### config.mk
export PLATFORM = sky130hd
export DESIGN_NAME = psfad_front
export DESIGN_NICKNAME = d
export VERILOG_FILES = /design/src/rtl/core/psfad_pkg.sv /design/src/rtl/core/psfad_front.sv
export VERILOG_INCLUDE_DIRS = /design/src /design/src/rtl/core
export SDC_FILE = /design/constraint.sdc
export NUM_CORES = 1
export LEC_CHECK = 0
export ABC_AREA = 0
export BUFFER_PORTS_ARGS = -buffer_cell sky130_fd_sc_hd__buf_2
export CORE_MARGIN = 4
export CORE_UTILIZATION = 25
export CTS_CLUSTER_SIZE = 8
export DETAILED_ROUTE_END_ITERATION = 7
export GPL_TIMING_DRIVEN = 0
export PLACE_DENSITY = 0.43
export SYNTH_ARGS = -nofsm -noshare
export SYNTH_HDL_FRONTEND = slang
export SYNTH_SLANG_ARGS = --single-unit
### constraint.sdc
create_clock -name i_clk -period 9.5 [get_ports i_clk]
set_clock_uncertainty 0.05 [all_clocks]
set_input_delay 0.475 -clock i_clk [delete_from_list [all_inputs] [get_ports i_clk]]
set_output_delay 0.475 -clock i_clk [all_outputs]
set_load 0.01 [all_outputs]
### src/rtl/core/per_source_flow_anomaly_detector_assert.svh
// Assertion macros shared by the detector RTL.
`ifndef PER_SOURCE_FLOW_ANOMALY_DETECTOR_ASSERT_SVH
`define PER_SOURCE_FLOW_ANOMALY_DETECTOR_ASSERT_SVH
`ifndef SYNTH
// Checked outside reset.
`define PSFAD_ASSERT(lbl, prop, msg) \
    lbl: assert property (@(posedge i_clk) disable iff (!i_rst_n) prop) else $error(msg);
// Checked at every edge, reset included.
`define PSFAD_ASSERT_ALWAYS(lbl, prop, msg) \
    lbl: assert property (@(posedge i_clk) prop) else $error(msg);
`else
`define PSFAD_ASSERT(lbl, prop, msg)
`define PSFAD_ASSERT_ALWAYS(lbl, prop, msg)
`endif
`endif

### src/rtl/core/psfad_pkg.sv
// ---------------------------------------------------------------------------
// psfad_pkg
// Types, sizes and codes of the per-source flow anomaly detector.
// ---------------------------------------------------------------------------
`default_nettype none
package psfad_pkg;
    localparam int FLOW_ENTRIES  = 1024;
    localparam int PORT_SLOTS    = 16;
    localparam int ALLOW_ENTRIES = 256;

    localparam int FLOW_AW  = $clog2(FLOW_ENTRIES);
    localparam int PORT_SW  = $clog2(PORT_SLOTS);
    localparam int PORT_CW  = $clog2(PORT_SLOTS + 1);
    localparam int ALLOW_AW = $clog2(ALLOW_ENTRIES);
    localparam int ALLOW_FW = $clog2(ALLOW_ENTRIES + 1);

    localparam logic [63:0] WINDOW_RST = 64'd1000000000;
    localparam logic [31:0] CONN_RST   = 32'd50;
    localparam logic [4:0]  PORTL_RST  = 5'd10;
    localparam logic [31:0] BYTES_RST  = 32'd1048576;

    typedef enum logic [1:0] {
        OP_EGRESS  = 2'd0,
        OP_INGRESS = 2'd1,
        OP_ALLOW   = 2'd2,
        OP_NONE    = 2'd3
    } t_op;

    typedef enum logic [1:0] {
        CFG_WINDOW = 2'd0,
        CFG_CONN   = 2'd1,
        CFG_PORTS  = 2'd2,
        CFG_BYTES  = 2'd3
    } t_cfg_idx;

    localparam logic [1:0] SIG_RATE    = 2'd0;
    localparam logic [1:0] SIG_SCAN    = 2'd1;
    localparam logic [1:0] SIG_EXFIL   = 2'd2;
    localparam logic [1:0] SIG_LATERAL = 2'd3;
    localparam logic [2:0] SEV_HIGH    = 3'd3;
    localparam logic [2:0] SEV_CRIT    = 3'd4;

    typedef struct packed {
        logic [63:0] window;
        logic [31:0] conn_limit;
        logic [4:0]  port_limit;
        logic [31:0] byte_limit;
    } t_cfg;

    typedef struct packed {
        t_op         op;
        logic [63:0] now;
        logic [31:0] src;
        logic [31:0] dst;
        logic [15:0] port;
        logic [15:0] len;
    } t_item;

    typedef struct packed {
        logic               valid;
        logic [31:0]        key;
        logic [63:0]        wstart;
        logic [31:0]        count;
        logic [PORT_CW-1:0] dports;
        logic [31:0]        bytes;
    } t_flow;

    typedef logic [PORT_SLOTS-1:0][15:0] t_row;

    typedef struct packed {
        logic [1:0]  kind;
        logic [2:0]  sev;
        logic [31:0] count;
    } t_res;

    typedef struct packed {
        logic [1:0]  kind;
        logic [2:0]  sev;
        logic [31:0] src;
        logic [31:0] dst;
        logic [15:0] port;
        logic [31:0] count;
        logic [63:0] now;
        logic        last;
    } t_out;
endpackage
`default_nettype wire

### src/rtl/core/psfad_front.sv
// ---------------------------------------------------------------------------
// psfad_front
// Input acceptance, opcode screening, config registers and item queue.
// ---------------------------------------------------------------------------
`default_nettype none
`include "per_source_flow_anomaly_detector_assert.svh"
module psfad_front (
    input  wire logic             i_clk,
    input  wire logic             i_rst_n,
    input  wire logic             i_valid,
    output logic                  o_stall,
    input  wire psfad_pkg::t_item i_item,
    input  wire logic             i_cfg_valid,
    input  wire logic [1:0]       i_cfg_index,
    input  wire logic [63:0]      i_cfg_data,
    output psfad_pkg::t_cfg       o_cfg,
    input  wire logic             i_busy,
    output logic                  o_q_valid,
    output psfad_pkg::t_item      o_q_item,
    input  wire logic             i_pop
);
    import psfad_pkg::*;

    t_item      r_q [2];
    logic       r_wp, r_rp;
    logic [1:0] r_cnt;
    logic       push, full;
    t_cfg       r_cfg;

    assign full      = (r_cnt == 2'd2);
    assign o_stall   = i_busy || full;
    // opcode three is taken and dropped here
    assign push      = i_valid && !o_stall && (i_item.op != OP_NONE);
    assign o_q_valid = (r_cnt != 2'd0);
    assign o_q_item  = r_q[r_rp];
    assign o_cfg     = r_cfg;

    always_ff @(posedge i_clk) begin
        if (!i_rst_n) begin
            r_wp  <= 1'b0;
            r_rp  <= 1'b0;
            r_cnt <= 2'd0;
            r_cfg <= '{window: WINDOW_RST, conn_limit: CONN_RST,
                       port_limit: PORTL_RST, byte_limit: BYTES_RST};
        end else begin
            if (push) begin
                r_wp <= ~r_wp;
            end
            if (i_pop) begin
                r_rp <= ~r_rp;
            end
            r_cnt <= r_cnt + {1'b0, push} - {1'b0, i_pop};
            if (i_cfg_valid) begin
                unique case (t_cfg_idx'(i_cfg_index))
                    CFG_WINDOW: r_cfg.window     <= i_cfg_data;
                    CFG_CONN:   r_cfg.conn_limit <= i_cfg_data[31:0];
                    CFG_PORTS:  r_cfg.port_limit <= i_cfg_data[4:0];
                    CFG_BYTES:  r_cfg.byte_limit <= i_cfg_data[31:0];
                endcase
            end
        end
    end

    always_ff @(posedge i_clk) begin
        if (push) begin
            r_q[r_wp] <= i_item;
        end
    end

    `PSFAD_ASSERT(a_cnt_bound, (r_cnt != 2'd3), "queue count out of range")
    `PSFAD_ASSERT(a_no_pop_empty, (i_pop |-> r_cnt != 2'd0), "pop from empty queue")
    `PSFAD_ASSERT(a_busy_holds, (i_busy |-> o_stall), "input taken during clear")
endmodule
`default_nettype wire

* After elaboration in Yosys (flattened, before gate mapping)
Memory sizes are Yosys's and may differ from the RTL's. A register that Yosys moved wholly into a read port is not among the register bits.
Cells that the tools add are included.
** Cells by class
- $add $sub $neg :: 2
- Equal/unequal tests :: 5
- Multiplexer cells :: 4
- Bitwise logic cells :: 2
- Reductions and logical operators :: 10
** Operators by type and width (number)
- 2-bit AND reduction :: 4
- 2-bit == test (second input constant) :: 3
- 1-bit two-way mux :: 4
- 2-bit by 1-bit adder with 2-bit output :: 1
- 2-bit by 1-bit == test with 1-bit output (second input constant) :: 1
- 1-bit logical AND :: 2
- 2-bit logical NOT :: 1
- 2-bit != test (second input constant) :: 1
- 1-bit NOT :: 2
- 2-bit nonzero test :: 1
- 2-bit by 1-bit subtractor with 2-bit output :: 1
- 1-bit logical NOT :: 1
- 1-bit logical OR :: 1
** Storage, ports and cells
- Register bits :: 137
- RAM bits :: 324
- Bits of input ports :: 234
- Output and inout port bits :: 297
- Memories :: 1
** Memory list
- r_q :: words 2, bits a word 162, rd ports 1, clocked after Yosys merged registers in 1, wr ports 1, line psfad_front.sv:24 : t_item r_q [2];

* Logic depth before layout (Yosys ltp)
- Depth after elaboration :: 7
- Gate-level depth with buffers :: 8
- Mapped depth without buffers :: 8

* Worst setup path before layout
OpenSTA, ideal clock, no wires.
- Path kind :: input-to-reg
- From :: in i_busy
- To :: mem r_q[0][0] (netlist name) (enable)
- Library setup time :: 687 ps
- Data arrival time :: 7493 ps
- Required time :: 8763 ps
- Slack :: 1271 ps
- Stages :: 2
- Cells stage by stage :: nand4b_1 > nor2_1
** On the way
- Cells in the longest elaborated chain, start to end :: 6
** Ends and longest elaborated chain
- from (decl) :: line psfad_front.sv:17 : input wire logic i_busy,
- 1-bit logical OR :: line psfad_front.sv:31 : assign o_stall = i_busy || full;
- 1-bit logical NOT :: line psfad_front.sv:33 : assign push = i_valid && !o_stall && (i_item.op != OP_NONE);
- 1-bit logical AND (2 in series) :: line psfad_front.sv:33
- 1-bit two-way mux :: line psfad_front.sv:65 : if (push) begin
- 1-bit two-way mux (not written as such) :: line psfad_front.sv:66 : r_q[r_wp] <= i_item;
- to (decl) :: line psfad_front.sv:24
Every way passes these cells.

* Worst setup path after layout
- From :: in i_item[160] (netlist name)
- To :: mem r_q[1][38] (netlist name) (enable)
** On the way
- Cells in the longest elaborated chain, start to end :: 4
** Ends and longest elaborated chain
- from (decl) :: line psfad_front.sv:12 : input wire psfad_pkg::t_item i_item,
- 2-bit != test :: line psfad_front.sv:33
- 1-bit logical AND :: line psfad_front.sv:33
- 1-bit two-way mux :: line psfad_front.sv:65
- 1-bit two-way mux (not written as such) :: line psfad_front.sv:66
Every way passes these cells.

==> summary.txt <==
Power Total: 4.92 mW
Final instance area: 0.0240 mm^2
Routed wire length: 52800 um
Worst-skew pair later-pin latency: 0.57 ns
# IOs: 531
Detailed Place HPWL: 39300 um
Initial core utilization: 25.4%
Max clock buf depth: 3
Post-CTS Setup Bufs: 0
Htree depth: 3
Fin cells: 2738
Grt ovf: 0
Yosys reg bits: 462
Initial antenna violation count: 9
Worst setup EP type: register
Slew HR: 44.2%
DP Cell Count: 2512
Area delta synth->final: 43.1%
Final #Nets: 2090
Most frequent cells in the layout: buf_2, edfxtp_1, nand2_1
Synth cell types: 27
Crit-path max FO: 26
Max-cap violations: 0
CTS sink cnt: 462
First-pass GRT wire length: 76600 um
Placeable Area: 0.0662 mm^2
Cell taking the most area after synthesis: edfxtp_1
CTS tree: yes
RSZ-0062 raised after global routing: false
Routed len/inst: 19.3 um
# rows: 94
Power Density: 205 mW/mm^2
Drt first pass iters: 6
Ranking of synthesized cells by area: edfxtp_1, dfxtp_1, mux2_2
Post-Syn Instances: 1107
Syn. warnings: 0
Fin crit share: 34.0%
Sequential fraction of the synthesis area: 74.4%
Syn nets: 1343
Endpoints failing hold: 0
Hold WC Path Type: in -> reg
VDD IR max: 0.0974 mV
CP Class: in -> reg
Clock-pin slew on the worst setup and hold paths: 0.05 ns
Die Height: 267 um
Detail Route Antenna Nets: 0
Fin util: 36.3%
Total GRT Usage: 14.2%
Initial DRC Count: 481
Die Wd: 267 um
Final worst slack: 6.27 ns
Gp weighted congestion: 0.804
Commonest non-fill, non-tap cell in the layout: buf_2
Largest net degree at the start of global routing: 30
Status: completed
Critical Path AT: 3.44 ns
Startpoint Class: input port
DRC: 0
Crit path required time: 9.71 ns
Vias in the first global route: 12349
Final Slew Violations: 0
Die area: 0.0714 mm^2
Vias per inst: 4.23
Pleak: 9.42 nW
CTS Buf Count: 67
Synth top area share: 57.9%
Share of post-route cells with drive strength above 1: 43.9%
Average size of a mapped cell: 15.2 um^2
Root buffer cell: clkbuf_16
Minimum clock period after layout: 3.23 ns
Fill cells: 6569
Smallest hold slack: 0.0545 ns
Synth Cell Area: 0.0168 mm^2
Fin Setup TNS: 0 ns
Place WS: 6.18 ns
Worst Tran Pin Value: 0.837 ns
Port Buffers: 529
Vias: 11573
Max Fclk: 0.310 GHz
Post-DP Area: 0.0208 mm^2
Setup Viol. Count Final: 0
==> routing by layer <==
layer | wire length (um) | part of all wire, % | up-vias | GRT usage [%]
met5 | 58 | 0.11 | - | 0
met1 | 20800 | 39 | 5569 | 16.0
met2 | 25200 | 48 | 449 | 24.3
li1 | - | - | 5455 | -
met3 | 5620 | 11 | 90 | 6.60
met4 | 1110 | 2.1 | 10 | 4.04
==> worst max-delay path: stages <==
cell and delay, ns:
dlygate4sd3_1 0.54, buf_2 0.13, nand2_1 0.07, nand4b_1 0.34, nor2_4 0.68, buf_16 0.25
buf_12 0.20, buf_12 0.21, buf_12 0.22, buf_12 0.22
==> where the power goes <==
| part | internal (mW) | leakage (nW) | switching [mW] | total (mW) |
|---|---|---|---|---|
| clock network | 1.29 | 0.900 | 0.848 | 2.14 |
| registers | 2.25 | 4.07 | 0.0222 | 2.27 |
| logic | 0.243 | 4.45 | 0.275 | 0.518 |
==> synthesized netlist by cell type <==
library cell / n
a21boi_0: 42
nor2b_1: 3
clkbuf_1: 20
dfxtp_1: 138
mux2_2: 162
and3b_1: 1
inv_1: 2
and2_1: 4
edfxtp_1: 324
and3_1: 1
buf_6: 6
nor2_1: 2
nand4b_1: 1
a21boi_1: 69
nand2_1: 261
ha_1: 2
nand2b_1: 2
buf_2: 29
buf_4: 6
xor2_1: 1
mux2i_1: 6
or3b_1: 1
nand3_1: 18
or2_2: 1
nor3b_1: 1
nand3b_1: 2
xnor2_1: 2
==> path summary, 6_finish.rpt <==
| kind | from | end | slack [ns] | cells after the start |
|---|---|---|---|---|
| hold reg to reg | o_cfg[99] | o_cfg[99] | 0.40 | 2 |
| setup / recovery | i_item[160] | r_q[1][38] | 6.27 | 10 |
| hold / removal | i_item[70] | r_q[1][70] | 0.05 | 1 |
| setup reg to reg | r_cnt[0] | r_q[1][38] | 6.45 | 8 |
==> logic make-up after synthesis <==
kind of cell	share of synthesized area [%]
fa+ha+maj	0.149
compound gates	4.96
xor+xnor	0.156
buf+inv	2.03
simple gates	7.11
mux	11.2
flops	74.4
==> repair_timing <==
item                      in CTS  in global routing
hold buffers                 137                  0
resized for setup              0                  0
hold endpoints to repair     270                  0
==> area by class of cell <==
cell class	instances	area [um^2]	area share (%)
Antenna cell	3	7.51	0.0312
Clock buffer	80	1750	7.27
Buffer	61	333	1.38
Sequential cell	462	12500	52.0
Clock inverter	6	118	0.489
Inverter	2	7.51	0.0312
Timing Repair Buffer	678	4270	17.8
Tap cell	864	1080	4.50
Multi-Input combinational cell	582	3980	16.6
==> sequential cells by signal, summed over array words and instances (netlist names), named ones only <==
register  cells
r_q         324
o_cfg       133
r_cnt         2
r_rp          1
r_wp          1
Power figures use the tool's default switching activity.
